===== src/design/scwh_pkg.sv =====
// Shared types, codes and constants for the sparse column weight histogram.
package scwh_pkg;

    // Default sizes of the weight store.
    localparam int MAX_COLS_DEF    = 65536;
    localparam int WEIGHT_BITS_DEF = 8;

    // Fixed field widths of the transaction payloads.
    localparam int FUNC_W     = 2;
    localparam int COLUMN_W   = 16;
    localparam int CFG_W      = 17;
    localparam int WEIGHT_W   = 8;
    localparam int NONEMPTY_W = 17;
    localparam int TOTAL_W    = 40;

    // Reset value of the column count register and the hard column limit.
    localparam logic [CFG_W-1:0] COLUMN_COUNT_RESET = 17'd65536;
    localparam logic [CFG_W-1:0] COLUMN_LIMIT       = 17'd65536;

    // Command queue between the front and the back.
    localparam int QUEUE_DEPTH = 4;
    localparam int QPTR_W      = $clog2(QUEUE_DEPTH);
    localparam int QCNT_W      = $clog2(QUEUE_DEPTH + 1);

    // Operation codes carried in the func field.
    typedef enum logic [FUNC_W-1:0] {
        OP_CLEAR  = 2'd0,
        OP_ADD    = 2'd1,
        OP_READ   = 2'd2,
        OP_REPORT = 2'd3
    } op_t;

    // Input transaction payload.
    typedef struct packed {
        logic [FUNC_W-1:0]   func;
        logic [COLUMN_W-1:0] column;
    } in_item_t;

    // Result transaction payload.
    typedef struct packed {
        logic [WEIGHT_W-1:0]   weight;
        logic [NONEMPTY_W-1:0] nonempty_columns;
        logic [TOTAL_W-1:0]    total_weight;
    } out_item_t;

    // Classified command handed from the front to the back.
    typedef struct packed {
        op_t                 op;
        logic                in_range;
        logic [COLUMN_W-1:0] column;
    } cmd_t;

endpackage


===== src/design/scwh_front.sv =====
// Front end: holds the column count register and classifies incoming transactions.
module scwh_front
    import scwh_pkg::*;
#(
    parameter int MAX_COLS = MAX_COLS_DEF,
    localparam int CNT_W = ($clog2(MAX_COLS + 1) > CFG_W) ? $clog2(MAX_COLS + 1) : CFG_W
)
(
    input  logic             clk,
    input  logic             rst_n,
    input  logic             cfg_we,
    input  logic [CFG_W-1:0] cfg_wdata,
    input  logic             in_valid,
    output logic             in_ready,
    input  in_item_t         in_data,
    input  logic             back_busy,
    input  logic             q_full,
    output logic             q_push,
    output cmd_t             q_cmd,
    output logic [CNT_W-1:0] cols_eff
);

    logic [CFG_W-1:0] column_count_reg;
    logic [CFG_W-1:0] column_count_next;
    logic [CNT_W-1:0] cc_wide;
    logic [CNT_W-1:0] limited;
    logic [CNT_W-1:0] col_wide;

    // Configuration register write.
    always_comb
    begin
        column_count_next = column_count_reg;
        if (cfg_we)
        begin
            column_count_next = cfg_wdata;
        end
    end

    always_ff @(posedge clk or negedge rst_n)
    begin
        if (!rst_n)
        begin
            column_count_reg <= COLUMN_COUNT_RESET;
        end
        else
        begin
            column_count_reg <= column_count_next;
        end
    end

    // Columns in effect: the count limited by the index range and the store size.
    always_comb
    begin
        cc_wide = CNT_W'(column_count_reg);
        limited = (cc_wide > CNT_W'(COLUMN_LIMIT)) ? CNT_W'(COLUMN_LIMIT) : cc_wide;
        cols_eff = (limited > CNT_W'(MAX_COLS)) ? CNT_W'(MAX_COLS) : limited;
    end

    // Classify the transaction and push it into the queue.
    always_comb
    begin
        col_wide        = CNT_W'(in_data.column);
        q_cmd.op        = op_t'(in_data.func);
        q_cmd.in_range  = (col_wide < cols_eff);
        q_cmd.column    = in_data.column;
        in_ready        = !q_full && !back_busy;
        q_push          = in_valid && in_ready;
    end

endmodule


===== config.mk =====
export PLATFORM = sky130hd
export DESIGN_NAME = scwh_front
export DESIGN_NICKNAME = d
export VERILOG_FILES = /design/src/design/scwh_pkg.sv /design/src/design/scwh_front.sv
export SDC_FILE = /design/constraint.sdc
export NUM_CORES = 1
export LEC_CHECK = 0
export BUFFER_PORTS_ARGS = -buffer_cell sky130_fd_sc_hd__buf_4
export CAP_MARGIN = 30
export CORE_MARGIN = 2
export CORE_UTILIZATION = 39
export DETAILED_ROUTE_END_ITERATION = 10
export MAX_ROUTING_LAYER = met4
export PLACE_DENSITY = 0.77
export SLEW_MARGIN = 20
export SYNTH_ARGS = -nofsm -noshare
export SYNTH_HDL_FRONTEND = slang
export SYNTH_SLANG_ARGS = --single-unit

===== constraint.sdc =====
create_clock -name clk -period 2.36 [get_ports clk]
set_input_delay 0.118 -clock clk [delete_from_list [all_inputs] [get_ports clk]]
set_output_delay 0.118 -clock clk [all_outputs]
set_load 0.01 [all_outputs]

# After elaboration in Yosys (flattened, before gate mapping)
# Cells that the tools add are included.
op_classes:
  n_lt_le_gt_ge: 3
  n_mux: 2
  n_reduce_logical: 4
op_table:
  columns: ["operator", "count"]
  rows:
  - ["17-bit > comparator (second input constant)", 2]
  - ["17-bit 2-to-1 mux", 2]
  - ["16-bit by 17-bit < comparator with 1-bit output", 1]
  - ["1-bit logical AND", 2]
  - ["1-bit logical NOT", 2]
word_totals:
  reg_bits: 17
  inputBits: 41
  out_inout_bits: 38
  word_cells: 10

# Logic depth before layout (Yosys ltp)
depth:
  depth_word: 5
  ltp_mapped: 11
  mapped_depth_nobuf: 10

# Worst setup path after synthesis
# OpenSTA, ideal clock, no wires.
synth_path:
  path_type: "register to output"
  startpoint: "register column_count_reg[13] (netlist: cc_wide[13])"
  endpoint: "output q_cmd[16] (netlist bit)"
  t_arrival_ps: 2205
  required_time_ps: 2242
  path_slack_ps: 37
  stages_incl_launch_ff: 12
  n_path_buf: 1
  cell_sequence: "dfrtp_1 nor4_1 nand4_1 nand2_2 buf_6 nand2_1 ha_1 a21o_1 nand3_1 a21oi_1 a2111oi_0 o31a_1"
synth_rtl:
  columns: ["item", "line", "text"]
  rows:
  - ["start: declaration", "scwh_front.sv:23", "logic [CFG_W-1:0] column_count_reg;"]
  - ["start signal: assignment", "scwh_front.sv:47", "column_count_reg <= column_count_next;"]
  - ["end: declaration", "scwh_front.sv:19", "output cmd_t q_cmd,"]

==> results.py <==
metrics = {
    "setup_path": {
        "r2r_start": "cc_wide[15]$_DFFE_PN0P_",
        "setup.worst_path.start_class": "register",
        "critical_path.max_fanout": 6,
        "critical_path_class": "reg -> out",
        "timing.critical_path.required_ns": 2.24,
        "cp-end-kind": "output port",
        "worst_ep_arrival_time_ns": 2.92,
        "critical_path.reg2reg.endpoint": "cc_wide[15]$_DFFE_PN0P_",
        "register_to_register_setup_slack_ns": 1.43,
        "reg2reg_depth": 2,
    },
    "yosys": {
        "syn_area_per_cell_sq_um": 9.596,
        "post_synth_inst_count": 133,
        "ys_seq_area_frac": 0.3343,
        "synth_enable_flop_cells": 0,
        "yosys_warnings": 0,
        "yosys_register_bits": 17,
        "synthArstFlopShare": 1.000,
        "synth_flop_cell": "dfrtp_1",
        "netlist_area_sq_um": 1276,
        "post_synth_num_cell_types": 27,
        "syn-num-nets": 189,
    },
    "global_routing": {
        "globalRouteTotalUtil": 0.2037,
        "grt_overflow": 0,
        "first_global_vias": 1246,
        "grt_pass1_wl_mm": 5.478,
        "grt_start_max_net_pins": 18,
        "antenna_found_initial": 0,
    },
    "power_and_ir_drop": {
        "power.share.clock": 0.149,
        "cellPowerDensity_nw_per_um2": 451.3,
        "intPower_uw": 670.5,
        "switchingPower_uw": 323.9,
        "irDropWorstVdd_mv": 0.3445,
        "power_frac_comb": 0.505,
        "swShare": 0.3257,
        "share_of_power_burned_in_registers": 0.346,
        "static-leakage-power_nw": 1.140,
    },
    "outcome": {
        "status": "finished with violations",
        "failed_checks": "setup timing",
    },
    "placed_design": {
        "post_detail_place_hpwl_mm": 2.978,
        "routability_congestion_estimate": 0.8861,
        "dpl_worst_slack_ns": -0.2818,
        "port_buffers": 74,
    },
    "hold_path": {
        "hold_class": "in -> reg",
        "hold_path_end": "cc_wide[2]$_DFFE_PN0P_",
        "hp-start": "cfg_wdata[2]",
        "timing.hold.worst_path_depth": 2,
    },
    "floorplanning": {
        "die_x_um": 61.21,
        "fp.dieArea_sq_um": 3746,
        "core_area_sq_um": 3078,
        "die_h_um": 61.21,
        "effective_utilization_at_floorplan": 0.4146,
        "ioPinCount": 79,
        "rows": 20,
    },
    "timing": {
        "slew_headroom": 0.7791,
        "tns_ns": -0.6737,
        "layout_min_cycle_time_ns": 3.034,
        "final-max-slew-violation-count": 0,
        "min_period_over_period": 1.285,
        "maxClockFrequency_mhz": 329.6,
        "worst_pin_slew_ns": 0.3284,
        "setup_ws_ns": -0.6737,
        "clock_skew_ns": 0,
        "finalHoldViolCount": 0,
        "rsz_0062_raised_after_global_routing": "yes",
        "setup_viol": 1,
    },
    "finish": {
        "layout-drive-gt1-share": 0.6861,
        "num_antenna_cells": 0,
        "multiInputGateArea_sq_um": 803.3,
        "final-seq-area_sq_um": 426.7,
        "commonest_cells_after_routing_fill_and_taps_aside": "buf_4, inv_1, mux2_2",
        "fillerInstances": 221,
        "layout.nets": 280,
        "synthToLayoutAreaGrowth_pct": 72.65,
        "layout.cells.most_common": "buf_4",
        "final_core_utilization": 0.7159,
        "number_of_flip_flops_in_the_largest_register": 17,
    },
    "clock_tree": {
        "clock-sinks": 17,
        "cts_made_buffers": 3,
        "clockBufferDepth": 2,
        "cts.clk_slew.worst_paths_ns": 0.09,
        "clock_tree.htree_level_count": 1,
        "clock_latency_ns": 0.28,
        "cts_tree": "yes",
        "cts-root-buf": "clkbuf_4",
    },
    "detailed_routing": {
        "detail_route.drc_violations": 0,
        "routedWlPerCell_um": 15.40,
        "totalWireLength_mm": 4.111,
        "route.vias.total": 1277,
        "detail-route-antenna-nets": 0,
        "drt_iter0_markers": 31,
        "number_of_vias_per_cell": 4.783,
        "first_pass_iters": 4,
    },
    "flow_run": {
        "timing.max_cap.violations": 0,
    },
}
==> what timing repair did <==
item,in CTS,in global routing
buffers inserted,2,4
pin swaps,5,14
endpoints found under the hold margin,17,0
endpoints found under the setup margin,1,1
gates resized for setup,7,25
hold buffers,1,0
==> cells in the mapped netlist (all sizes together) (2+ instances only) <==
cell | instances | area share
buf | 21 | 0.12
nand3 | 2 | 0.0078
mux2 | 17 | 0.15
nand4 | 4 | 0.020
nor4 | 4 | 0.020
nand2 | 17 | 0.052
a21oi | 5 | 0.020
inv | 17 | 0.050
nor2b | 2 | 0.0098
dfrtp | 16 | 0.31
ha | 15 | 0.15
==> kinds of logic after synthesis <==
logic type	count (synthesis)	synth area share
simple gates	32	0.1235
mux	17	0.1500
flops	17	0.3343
buf+inv	39	0.1755
compound gates	13	0.06961
fa+ha+maj	15	0.1471
==> power groups by stage <==
stage | combinational [mW] | clock, mW | sequential (mW)
after floorplan | 0.191 | 0 | 0.344
after global placement | 0.389 | 0 | 0.344
after detailed placement | 0.402 | 0 | 0.347
after CTS | 0.421 | 0.155 | 0.344
after global routing | 0.543 | 0.168 | 0.347
final | 0.502 | 0.148 | 0.344
==> metrics by stage <==
stage	cells	hold slack [ns]	instance area, sq um	power [mW]
2_1_floorplan	133	-0.1776	1276	0.5352
3_3_place_gp	256	-0.01538	1929	0.7335
3_5_place_dp	256	-0.009545	1929	0.7489
4_1_cts	263	0.05298	2019	0.9197
5_1_grt	267	0.04972	2203	1.058
6_report	267	0.05960	2203	0.9944
==> layout make-up <==
cell class,instances,area share
repair buffers,108,0.3759
multi-input cells,77,0.3646
flip-flops and latches,17,0.1936
inverters,17,0.02896
well taps,44,0.02499
clock buffers,4,0.01193
==> critical path: stages, from the launching register on <==
cell and delay (ns):
dfrtp_1 0.40, nor4_1 0.36, nand4_1 0.19, nand2_2 0.15, buf_6 0.12, buf_6 0.12
buf_4 0.11, nand2_1 0.09, ha_2 0.19, a21oi_2 0.14, nor2b_2 0.05, o211ai_1 0.23
a221o_1 0.22, o31a_1 0.16, buf_6 0.11
==> worst max path at each step <==
stage | cells after the start | slack [ns] | end | start
2_1_floorplan | 11 | 0.04 | q_cmd[16] | cc_wide[13]$_DFFE_PN0P_
3_3_place_gp | 11 | -0.18 | q_cmd[16] | cc_wide[2]$_DFFE_PN0P_
3_5_place_dp | 11 | -0.28 | q_cmd[16] | cc_wide[2]$_DFFE_PN0P_
4_1_cts | 11 | -0.38 | q_cmd[16] | cc_wide[9]$_DFFE_PN0P_
5_1_grt | 14 | -0.84 | q_cmd[16] | cc_wide[5]$_DFFE_PN0P_
6_report | 14 | -0.67 | q_cmd[16] | cc_wide[5]$_DFFE_PN0P_
==> per-layer routing <==
metal | share of wire | wire length (um) | global-route usage
met5 | 0 | 0 | -
met4 | 0.024 | 97 | 0.05280
met3 | 0.053 | 218 | 0.03151
met2 | 0.53 | 2196 | 0.3678
met1 | 0.39 | 1598 | 0.2333
Note: power is estimated with default switching activity, not from simulation.
