<file path="src/design/scwh_pkg.sv">
// Shared types, codes and constants for the sparse column weight histogram.
package scwh_pkg;

    // Default sizes of the weight store.
    localparam int MAX_COLS_DEF    = 65536;
    localparam int WEIGHT_BITS_DEF = 8;

    // Fixed field widths of the transaction payloads.
    localparam int FUNC_W     = 2;
    localparam int COLUMN_W   = 16;
    localparam int CFG_W      = 17;
    localparam int WEIGHT_W   = 8;
    localparam int NONEMPTY_W = 17;
    localparam int TOTAL_W    = 40;

    // Reset value of the column count register and the hard column limit.
    localparam logic [CFG_W-1:0] COLUMN_COUNT_RESET = 17'd65536;
    localparam logic [CFG_W-1:0] COLUMN_LIMIT       = 17'd65536;

    // Command queue between the front and the back.
    localparam int QUEUE_DEPTH = 4;
    localparam int QPTR_W      = $clog2(QUEUE_DEPTH);
    localparam int QCNT_W      = $clog2(QUEUE_DEPTH + 1);

    // Operation codes carried in the func field.
    typedef enum logic [FUNC_W-1:0] {
        OP_CLEAR  = 2'd0,
        OP_ADD    = 2'd1,
        OP_READ   = 2'd2,
        OP_REPORT = 2'd3
    } op_t;

    // Input transaction payload.
    typedef struct packed {
        logic [FUNC_W-1:0]   func;
        logic [COLUMN_W-1:0] column;
    } in_item_t;

    // Result transaction payload.
    typedef struct packed {
        logic [WEIGHT_W-1:0]   weight;
        logic [NONEMPTY_W-1:0] nonempty_columns;
        logic [TOTAL_W-1:0]    total_weight;
    } out_item_t;

    // Classified command handed from the front to the back.
    typedef struct packed {
        op_t                 op;
        logic                in_range;
        logic [COLUMN_W-1:0] column;
    } cmd_t;

endpackage

</file>
<file path="src/design/scwh_queue.sv">
// Short command queue that decouples the front end from the back end.
module scwh_queue
    import scwh_pkg::*;
(
    input  logic clk,
    input  logic rst_n,
    input  logic push,
    input  cmd_t push_cmd,
    output logic full,
    input  logic pop,
    output logic head_valid,
    output cmd_t head_cmd
);

    cmd_t              slot_reg [QUEUE_DEPTH];
    logic [QPTR_W-1:0] wr_ptr_reg;
    logic [QPTR_W-1:0] wr_ptr_next;
    logic [QPTR_W-1:0] rd_ptr_reg;
    logic [QPTR_W-1:0] rd_ptr_next;
    logic [QCNT_W-1:0] count_reg;
    logic [QCNT_W-1:0] count_next;

    assign full       = (count_reg == QCNT_W'(QUEUE_DEPTH));
    assign head_valid = (count_reg != '0);
    assign head_cmd   = slot_reg[rd_ptr_reg];

    // Pointer and fill count update.
    always_comb
    begin
        wr_ptr_next = wr_ptr_reg;
        rd_ptr_next = rd_ptr_reg;
        count_next  = count_reg;
        if (push)
        begin
            wr_ptr_next = wr_ptr_reg + QPTR_W'(1);
        end
        if (pop)
        begin
            rd_ptr_next = rd_ptr_reg + QPTR_W'(1);
        end
        if (push && !pop)
        begin
            count_next = count_reg + QCNT_W'(1);
        end
        else if (pop && !push)
        begin
            count_next = count_reg - QCNT_W'(1);
        end
    end

    always_ff @(posedge clk or negedge rst_n)
    begin
        if (!rst_n)
        begin
            wr_ptr_reg <= '0;
            rd_ptr_reg <= '0;
            count_reg  <= '0;
        end
        else
        begin
            wr_ptr_reg <= wr_ptr_next;
            rd_ptr_reg <= rd_ptr_next;
            count_reg  <= count_next;
        end
    end

    // Command storage.
    always_ff @(posedge clk)
    begin
        if (push)
        begin
            slot_reg[wr_ptr_reg] <= push_cmd;
        end
    end

endmodule

</file>
<file path="config.mk">
export PLATFORM = sky130hd
export DESIGN_NAME = scwh_queue
export DESIGN_NICKNAME = d
export VERILOG_FILES = /design/src/design/scwh_pkg.sv /design/src/design/scwh_queue.sv
export SDC_FILE = /design/constraint.sdc
export NUM_CORES = 1
export LEC_CHECK = 0
export BUFFER_PORTS_ARGS = -buffer_cell sky130_fd_sc_hd__buf_2
export CAP_MARGIN = 15
export CORE_UTILIZATION = 50
export CTS_CLUSTER_SIZE = 30
export DETAILED_ROUTE_END_ITERATION = 7
export GPL_TIMING_DRIVEN = 0
export PLACE_DENSITY = 0.77
export SYNTH_ARGS = -nofsm -noshare
export SYNTH_HDL_FRONTEND = slang
export SYNTH_SLANG_ARGS = --single-unit
</file>
<file path="constraint.sdc">
create_clock -name clk -period 4.9 [get_ports clk]
set_clock_uncertainty 0.2 [all_clocks]
set_input_delay 0.245 -clock clk [delete_from_list [all_inputs] [get_ports clk]]
set_output_delay 0.245 -clock clk [all_outputs]
set_load 0.02 [all_outputs]
</file>
Word level (Yosys, flattened, before mapping)
Memory sizes are Yosys's and may differ from the RTL's.
Index checks and enable logic that the tools add are counted.
{"block": "totals", "regBits": 7, "mem_bits_rw": 76, "inputBits": 23, "output_inout_bits": 21, "wordCells": 19, "n_memories": 1}
{"name": "slot_reg", "words": 4, "word_bits": 19, "rd": 1, "rd_ports_with_merged_regs": 0, "wr": 1, "line_no": "scwh_queue.sv:15", "rtl": "cmd_t slot_reg [QUEUE_DEPTH];"}
{"block": "op_classes", "add_sub_neg": 4, "n_eq_ne": 1, "mux": 4, "reduce_logical": 6}
{"op": "$mux 3", "n": 2}
{"op": "$add 2x1->2 const B", "n": 2}
{"op": "$add 3x1->3 const B", "n": 1}
{"op": "$eq 3x3->1 const B", "n": 1}
{"op": "$reduce_bool 3->1", "n": 1}
{"op": "$sub 3x1->3 const B", "n": 1}
{"op": "$logic_and 1x1->1", "n": 2}
{"op": "$logic_not 1->1", "n": 2}
{"op": "$mux 1", "n": 2}
{"op": "$reduce_bool 2->1", "n": 1}

Logic depth before layout (Yosys ltp)
Gate-level depths: netlist of run 1.
{"block": "logic_depth", "ltp_word": 4, "ltp_mapped": 7, "ltp_nobuf": 7}

Worst setup path before layout of run 1
No wires, ideal clock.
{"block": "synth_timing", "path_type": "reg-to-reg", "from": "register wr_ptr_reg[0]", "to": "memory slot_reg[0][0] in the netlist's numbering, enable pin", "setup_ns": 0.377, "arrival_time_ns": 1.119, "t_required_ns": 4.323, "setup_slack_ns": 3.204, "path_stages_with_launch": 4, "path_buffers": 0, "period_less_slack_ns": 1.696, "path_cell_list": "dfrtp_1 -> inv_1 -> ha_1 -> and2_1"}
{"element": "start: declaration", "line_no": "scwh_queue.sv:16", "rtl": "logic [QPTR_W-1:0] wr_ptr_reg;"}
{"element": "start signal: assignment", "line_no": "scwh_queue.sv:61", "rtl": "wr_ptr_reg <= wr_ptr_next;"}
{"element": "end: declaration", "line_no": "scwh_queue.sv:15"}
Straight into the memory's write port.

==> summary.md, run 1 <==
| Metric | Value |
|---|---|
| Status | finished, final reports clean |
| IO Pins | 44 |
| Gate Count Post-Synth | 133 |
| Clock Latency Late Sink | 340 ps |
| Final Setup Violations | 0 |
| Std-Cell Rows | 28 |
| Initial antenna violation count | 0 |
| Clk buf depth | 2 |
| Crit Path Class | register to output port |
| Placed inst area | 3450 sq um |
| Leading area contributor after synthesis | edfxtp_1 |
| Vias in the first global route | 1695 |
| Number of synthesized flops with an enable pin | 76 |
| Remaining antenna violation count | 0 |
| Nets | 238 |
| Initial DRT Pass Iterations | 4 |
| Worst rel slew slack | 35.2% |
| CTS tree | done |
| Post-Layout Cell Count | 289 |
| Vias per cell | 5.30 |
| RSZ-0062 raised after global routing | no |
| CTS root buf | clkbuf_8 |
| Post-DP HPWL | 3330 um |
| Max-slew violations | 0 |
| Worst Setup End Kind | output port |
| Synth Warn # | 0 |
| Yosys top cell area share | 72.7% |
| Final Power | 2.25 mW |
| Via Count | 1532 |
| Actual slew at the worst max-slew pin | 972 ps |
| CP Data Arrival Time | 1680 ps |
| Initial Utilization | 52.4% |
| Fmax | 0.472 GHz |
| Flip-flop count of the largest register after layout | 76 |
| Slowest-stage cell, CP | mux4_2 |
| Multi-input logic area | 633 sq um |
| Area grow syn2layout | 24.0% |
| Final Instance Area | 3890 sq um |
| Die area | 6600 sq um |
| Power Density | 579 nW/um^2 |
| Final Hold Fails | 0 |
| Seq/Total Area, Yosys | 78.3% |
| First-pass GRT wire length | 8190 um |
| Worst-case reg-to-reg path depth | 3 |
| Die width | 81.2 um |
| Top FF cell, synth | edfxtp_1 |
| Initial DRC count | 109 |
| I/O Buffers | 43 |
| Sequential Area | 2460 sq um |
| Flop-to-flop setup slack | 2880 ps |
| Clock sink count | 83 |
| Largest net degree at the start of global routing | 20 |
| Most common cell in the netlist | edfxtp_1 |
| Worst vdd ir | 329 uV |
| Fin crit share | 43.3% |
| Placed Instances | 251 |
| Min Tclk post-route | 2120 ps |
| Post-Route WL | 5270 um |
| Die height | 81.2 um |
| Netlist cell types | 18 |
| Leakage | 1.41 nW |
| Asr flop ratio synth | 8.43% |
| Setup crit start kind | register |
| Gr ovfl total | 0 |
| Clock Pin Slew Worst Setup and Hold Paths | 80 ps |
| Core box area | 5990 sq um |
| CTS buffer count | 9 |
| DRC violations left | 0 |
| H-tree levels | 3 |
| GR Util All Layers | 18.2% |
| Post-layout util | 64.9% |
| Avg Synthesized Cell Area | 23.6 sq um |
| Number of diodes | 0 |
| Max Cap Viol | 0 |
| Final setup TNS | 0 ps |
| CP peak stage delay | 530 ps |
| # fillers | 392 |
| Fraction of layout cells with a size suffix above 1 | 38.3% |
| Net Count, Synth | 162 |
| CP Cell Sequence | buf_6, mux4_2, buf_2 |
| Synthesized flop and latch total | 83 |
| Synth cell count leaders | edfxtp_1 (76), mux4_2 (18), dfrtp_1 (7) |
| Routed len/inst | 18.2 um |
| Synth area leaders | edfxtp_1 (73%), mux4_2 (13%), dfrtp_1 (5.6%) |
| CP Data Required Time | 4450 ps |
| Largest fanout on the critical path | 10 |
| Gpl congestion | 0.651 |
| HP Class | input pin to asynchronous set/reset pin |
| Synth Cell Area | 3140 sq um |
what timing repair did:
action                                 4_1_cts  5_1_grt
setup buffers                                0        0
resized for setup                            0        0
hold buffers                                22        0
endpoints found under the hold margin       87        0
worst paths after layout:
| check | startpoint | endpoint |
|---|---|---|
| max in group asynchronous | rst_n | rd_ptr_reg[0]$_DFFE_PN0P_ |
| min in group clk | count_reg[2]$_DFFE_PN0P_ | count_reg[2]$_DFFE_PN0P_ |
| worst min-delay path | rst_n | count_reg[0]$_DFFE_PN0P_ |
| worst min register to register | count_reg[2]$_DFFE_PN0P_ | count_reg[2]$_DFFE_PN0P_ |
| worst max register to register | wr_ptr_reg[1]$_DFFE_PN0P_ | slot_reg[0][17]$_DFFE_PP_ |
| worst max-delay path | rd_ptr_reg[0]$_DFFE_PN0P_ | head_cmd[2] |
kinds of logic after synthesis:
| logic type | share of synthesized area, % |
|---|---|
| flip-flops | 78.3 |
| multiplexers | 14.1 |
| AND/OR/NAND/NOR | 1.59 |
| buffers and inverters | 1.51 |
| XOR/XNOR | 1.67 |
| adder cells (fa/ha/maj) | 2.63 |
| AO/OA/AOI/OAI | 0.159 |
metrics by stage:
stage	setup slack, ps	hold WS [ps]
floorplan	3200	-251
global placement	2920	-118
detailed placement	2850	-108
CTS	2750	53.6
global route	2710	58.0
finish	2780	53.0
worst max-delay path: cells and delay by family (launching register included):
family | cells | cell delay, ps
muxes | 1 | 530
DFF | 1 | 420
buffers and inverters | 2 | 380
area by class of cell:
cell class | instances | area share [%]
Buffer | 4 | 0.836
Clock buffer | 9 | 3.18
Clock inverter | 7 | 2.54
Inverter | 4 | 0.386
Multi-Input combinational cell | 42 | 16.3
Sequential cell | 83 | 63.2
Tap cell | 75 | 2.41
Timing Repair Buffer | 65 | 11.2
layer usage:
metal	track usage [%]	vias to the layer above	part of all wire (%)
met4	4.82	0	1.0
met2	31.9	49	54
met1	21.0	782	40
met5	0	-	0
met3	6.40	8	4.7
li1	-	693	-
cell usage in the layout (no fill, tap or decap), types with 4 or more instances in the layout:
cell type      netlist  final
ha_1                 5      5
buf_2                2     45
and2_1               4      4
inv_1                4      4
dfrtp_1              7      7
mux4_2              18     18
dlygate4sd3_1        0     22
clkbuf_8             0      9
xor2_1               4      4
edfxtp_1            76     76
report_power, final:
| group | internal [mW] | total (mW) | switching, mW | leakage [nW] |
|---|---|---|---|---|
| registers | 0.937 | 0.993 | 0.0562 | 0.780 |
| logic | 0.316 | 0.720 | 0.404 | 0.517 |
| clock network | 0.290 | 0.537 | 0.247 | 0.110 |
Power figures use the tool's default switching activity.
==> run 2, diff against run 1 <==
==> constraint.sdc (replaced) <==
create_clock -name clk -period 2.2 [get_ports clk]
set_clock_uncertainty 0.2 [all_clocks]
set_input_delay 0.11 -clock clk [delete_from_list [all_inputs] [get_ports clk]]
set_output_delay 0.11 -clock clk [all_outputs]
set_load 0.02 [all_outputs]
==> run 2 against run 1 <==
- power increased by 120%
- count of clock-buffer cells in the layout unchanged
- final cell count increased by 0.35%
- critical path depth unchanged
- core utilization increased by 0.17 points
- final area increased by 0.26%
- first-iteration DRC count increased by 17%
- wire length increased by 0.30%
- highest routed layer unchanged
==> summary.md, run 2 (synthesis results as in run 1) <==
| Metric | Value |
|---|---|
| Status | finished, final reports clean |
| IO Pins | 44 |
| Initial DRT Pass Iterations | 4 |
| Commonest non-fill, non-tap cell in the layout | edfxtp_1 |
| Post-Layout Cell Count | 290 |
| Final Hold Fails | 0 |
| DRC violations left | 0 |
| Actual slew at the worst max-slew pin | 975 ps |
| Final Instance Area | 3900 sq um |
| Clock Pin Slew Worst Setup and Hold Paths | 80 ps |
| Final Power | 5.02 mW |
| Post-DP HPWL | 3330 um |
| Vias in the first global route | 1701 |
| CTS tree | done |
| RSZ-0062 raised after global routing | no |
| Vias per cell | 5.32 |
| Post-Route WL | 5280 um |
| CP Data Required Time | 1980 ps |
| Flip-flop count of the largest register after layout | 76 |
| H-tree levels | 3 |
| First-pass GRT wire length | 8180 um |
| Core box area | 5990 sq um |
| Worst vdd ir | 734 uV |
| CTS buffer count | 9 |
| Worst rel slew slack | 35.0% |
| Initial DRC count | 128 |
| I/O Buffers | 43 |
| Placed inst area | 3450 sq um |
| Final Setup Violations | 0 |
| Min Tclk post-route | 2030 ps |
| # fillers | 391 |
| Max Cap Viol | 0 |
| Clock sink count | 83 |
| CTS root buf | clkbuf_8 |
| Initial Utilization | 52.4% |
| Final setup TNS | 0 ps |
| Nets | 239 |
| Gpl congestion | 0.651 |
| Fmax | 0.493 GHz |
| Die area | 6600 sq um |
| Routed len/inst | 18.2 um |
| Number of diodes | 0 |
| GR Util All Layers | 18.1% |
| Via Count | 1544 |
| Clk buf depth | 2 |
| Largest fanout on the critical path | 19 |
| Leakage | 1.41 nW |
| Most frequent cells in the layout | edfxtp_1 (76), buf_2 (45), dlygate4sd3_1 (23) |
| Initial antenna violation count | 0 |
| HP Class | input pin to register |
| Max-slew violations | 0 |
| Remaining antenna violation count | 0 |
| Die width | 81.2 um |
| Placed Instances | 251 |
| Area grow syn2layout | 24.3% |
| Worst Setup End Kind | register |
| Fraction of layout cells with a size suffix above 1 | 38.1% |
| Fin crit share | 92.1% |
| Largest net degree at the start of global routing | 20 |
| Post-layout util | 65.1% |
| Gr ovfl total | 0 |
| Power Density | 1290 nW/um^2 |
| Die height | 81.2 um |
| Clock Latency Late Sink | 350 ps |
| Std-Cell Rows | 28 |
| CP Data Arrival Time | 1800 ps |
| Crit Path Class | register to register |
| Setup crit start kind | register |
[run 2: layout make-up]
class                   instances  area [sq um]  area share (%)
inverters                       4          15.0           0.385
well taps                      75          93.8            2.41
repair buffers                 66           445            11.4
clock buffers                   9           124            3.18
clock inverters                 7          98.8            2.53
flip-flops and latches         83          2460            63.0
multi-input cells              42           633            16.2
plain buffers                   4          32.5           0.834
[run 2: power breakdown]
group	switching [mW]	total (mW)	internal, mW
sequential	0.125	2.21	2.09
combinational	0.907	1.61	0.705
clock	0.548	1.19	0.647
total	1.58	5.02	3.44
[run 2: critical path, cell delays in order (launching register included)]
cell	delay, ps
dfrtp_1	410
inv_1	110
ha_1	150
and2_1	770
[run 2: stage by stage]
step / worst slack [ps] / hold WS, ps
floorplan: 504 / -386
global placement: 218 / -253
detailed placement: 147 / -243
CTS: 133 / 298
global route: 39.5 / 296
finish: 173 / 306
[run 2: path summary, 6_finish.rpt]
kind	startpoint	end	slack (ps)	depth (start not counted)
hold reg to reg	count_reg[2]$_DFFE_PN0P_	count_reg[2]$_DFFE_PN0P_	310	1
setup / recovery	wr_ptr_reg[1]$_DFFE_PN0P_	slot_reg[0][16]$_DFFE_PP_	170	3
min in group asynchronous	rst_n	count_reg[0]$_DFFE_PN0P_	500	3
max in group asynchronous	rst_n	rd_ptr_reg[0]$_DFFE_PN0P_	1040	3
hold / removal	push_cmd[2]	slot_reg[2][2]$_DFFE_PP_	310	2
setup reg to reg	wr_ptr_reg[1]$_DFFE_PN0P_	slot_reg[0][16]$_DFFE_PP_	170	3
[run 2: what timing repair did]
| action | CTS | global route |
|---|---|---|
| hold endpoints to repair | 87 | 0 |
| hold buffers | 23 | 0 |
| setup buffers | 0 | 0 |
| gates resized for setup | 0 | 0 |
[run 2: routing by layer]
| metal | wire length (um) | global-route usage, % | up-vias |
|---|---|---|---|
| li1 | - | - | 696 |
| met1 | 2110 | 21.0 | 788 |
| met2 | 2830 | 31.9 | 52 |
| met3 | 293 | 6.40 | 8 |
| met4 | 58 | 4.82 | 0 |
| met5 | 0 | 0 | - |
==> run 3, diff against run 2 <==
--- a/config.mk
+++ b/config.mk
@@ -11,7 +11,7 @@
 export CTS_CLUSTER_SIZE = 30
 export DETAILED_ROUTE_END_ITERATION = 7
 export GPL_TIMING_DRIVEN = 0
-export PLACE_DENSITY = 0.77
+export PLACE_DENSITY = 0.81
 export SYNTH_ARGS = -nofsm -noshare
 export SYNTH_HDL_FRONTEND = slang
 export SYNTH_SLANG_ARGS = --single-unit
==> run 3 against run 2 <==
- core utilization shrank 0.81 points
- via count down 0.32%
- fmax shrank 2.3%
- setup slack lost 48 ps
- sequential cell count unchanged
- combinational power barely moved
- non-clock buffer count unchanged
- count of clock-buffer cells in the layout is 2 higher
- power decreased by 4.0%
==> summary.md, run 3 (synthesis results as in run 1) <==
| Metric | Value |
|---|---|
| Status | finished, final reports clean |
| Pint | 3.30 mW |
| Vias in the first global route | 1675 |
| Die width | 81.2 um |
| Final Setup Violations | 0 |
| CTS root buf | clkbuf_8 |
| Largest fanout on the critical path | 19 |
| Fraction of layout cells with a size suffix above 1 | 36.0% |
| Crit Path Class | register to register |
| Initial antenna violation count | 0 |
| H-tree levels | 3 |
| Flop pwr share | 45.9% |
| Gpl congestion | 0.636 |
| Fmax | 0.482 GHz |
| Resized cells post-CTS | 0 |
| Routed len/inst | 18.4 um |
| Power Density | 1250 nW/um^2 |
| Reg2Reg Launch Point | wr_ptr_reg[1]$_DFFE_PN0P_ |
| Commonest non-fill, non-tap cell in the layout | edfxtp_1 |
| WP buf/inv | 1 |
| Hold Path Cell Cnt | 1 |
| Hold_sp | count_reg[2]$_DFFE_PN0P_ |
| HP Class | register to register |
| CP Data Required Time | 1960 ps |
| GR Util All Layers | 18.1% |
| Clock Power Share | 20.5% |
| Die height | 81.2 um |
| I/O Buffers | 43 |
| RSZ-0062 raised after global routing | no |
| IO Pins | 44 |
| Slowest-stage cell, CP | and2_1 |
| Flip-flop count of the largest register after layout | 76 |
| Clock Latency Late Sink | 330 ps |
| Max Cap Viol | 0 |
| Actual slew at the worst max-slew pin | 1060 ps |
| Number of diodes | 0 |
| Crit path from | wr_ptr_reg[1]$_DFFE_PN0P_ |
| Vias per cell | 5.33 |
| Remaining antenna violation count | 0 |
| Switching Share | 31.5% |
| Largest net degree at the start of global routing | 20 |
| Setup Fix Bufs, Post-CTS | 0 |
| Post-Route WL | 5330 um |
| P_sw | 1.52 mW |
| Via Count | 1539 |
| Placed Instances | 251 |
| Most frequent cells in the layout | edfxtp_1 (76), buf_2 (45), dlygate4sd3_1 (23) |
| CP Cell Sequence | inv_1, ha_1, and2_1 |
| Worst-case reg-to-reg path depth | 3 |
| Core box area | 5990 sq um |
| Gr ovfl total | 0 |
| DRC violations left | 0 |
| CP peak stage delay | 820 ps |
| First-pass GRT wire length | 8180 um |
| CTS tree | done |
| Post-Layout Cell Count | 289 |
| Initial DRC count | 85 |
| CTS buffer count | 9 |
| Worst vdd ir | 829 uV |
| Comb pwr share | 33.6% |
| Post-DP HPWL | 3190 um |
| Setup crit start kind | register |
| Leakage | 1.39 nW |
| Clock sink count | 83 |
| Clock Pin Slew Worst Setup and Hold Paths | 70 ps |
| Clk buf depth | 2 |
| Final setup TNS | 0 ps |
| Area grow syn2layout | 22.7% |
| # fillers | 393 |
| Worst Setup End Kind | register |
| Fin crit share | 94.3% |
| Crit. path cell count | 3 |
| Die area | 6600 sq um |
| Top Family by Delay on Critical Path | simple AND/OR/NAND/NOR gates |
| Initial Utilization | 52.4% |
| Std-Cell Rows | 28 |
| Initial DRT Pass Iterations | 4 |
| Nets | 239 |
| CP Data Arrival Time | 1830 ps |
| Worst rel slew slack | 29.4% |
| Max-slew violations | 0 |
| Final Hold Fails | 0 |
| Min Tclk post-route | 2080 ps |
## run 3: cell count changes in the layout (fill, tap and decap cells not counted)
cell,change
clkinvlp_4,-1
clkbuf_1,+2
clkinv_4,-1
inv_6,-2
bufinv_16,-1
clkinv_1,+2
## run 3: timing repair
action / 4_1_cts / 5_1_grt
setup endpoints to repair: 0 / 0
hold buffers: 23 / 0
hold endpoints to repair: 87 / 0
## run 3: path summary, 6_finish.rpt
check / endpoint / slack, ps
min in group asynchronous: count_reg[1]$_DFFE_PN0P_ / 540
hold / removal: count_reg[2]$_DFFE_PN0P_ / 290
setup reg to reg: slot_reg[0][8]$_DFFE_PP_ / 120
max in group asynchronous: wr_ptr_reg[1]$_DFFE_PN0P_ / 1000
hold reg to reg: count_reg[2]$_DFFE_PN0P_ / 290
setup / recovery: slot_reg[0][8]$_DFFE_PP_ / 120
## run 3: power by group through the flow
stage / sequential [mW] / clock [mW] / combinational [mW]
after global placement: 2.21 / 0 / 1.55
after detailed placement: 2.25 / 0 / 1.60
after global routing: 2.24 / 1.07 / 1.76
after floorplan: 2.20 / 0 / 1.16
final: 2.21 / 0.989 / 1.62
after CTS: 2.21 / 1.00 / 1.64
## run 3: stage by stage
| step | total power [mW] | hold slack, ps | worst slack [ps] | instance area (sq um) | util (%) |
|---|---|---|---|---|---|
| after floorplan | 3.36 | -386 | 504 | 3140 | - |
| after detailed placement | 3.85 | -243 | 156 | 3450 | 57.5 |
| after global routing | 5.08 | 299 | 19.7 | 3850 | 64.3 |
| after global placement | 3.77 | -254 | 237 | 3450 | 57.5 |
| after CTS | 4.86 | 287 | 145 | 3850 | 64.3 |
| final | 4.82 | 291 | 125 | 3850 | 64.3 |
## run 3: layout make-up
class                      instances  area [sq um]  area share, %
sequential                        83          2460           63.8
multi-input combinational         42           633           16.4
clock buffer                      11           131           3.41
buffer                             4          32.5          0.845
tap                               75          93.8           2.44
timing repair buffer              66           445           11.6
inverter                           4          15.0          0.390
clock inverter                     4          42.5           1.10
## run 3: per-layer routing
layer  wire [um]  vias to the layer above  track usage, %
li1            -                      690               -
met1        2220                      793            21.0
met2        2820                       47            30.8
met3         207                        9            5.84
met4          72                        0            7.86
met5           0                        -               0
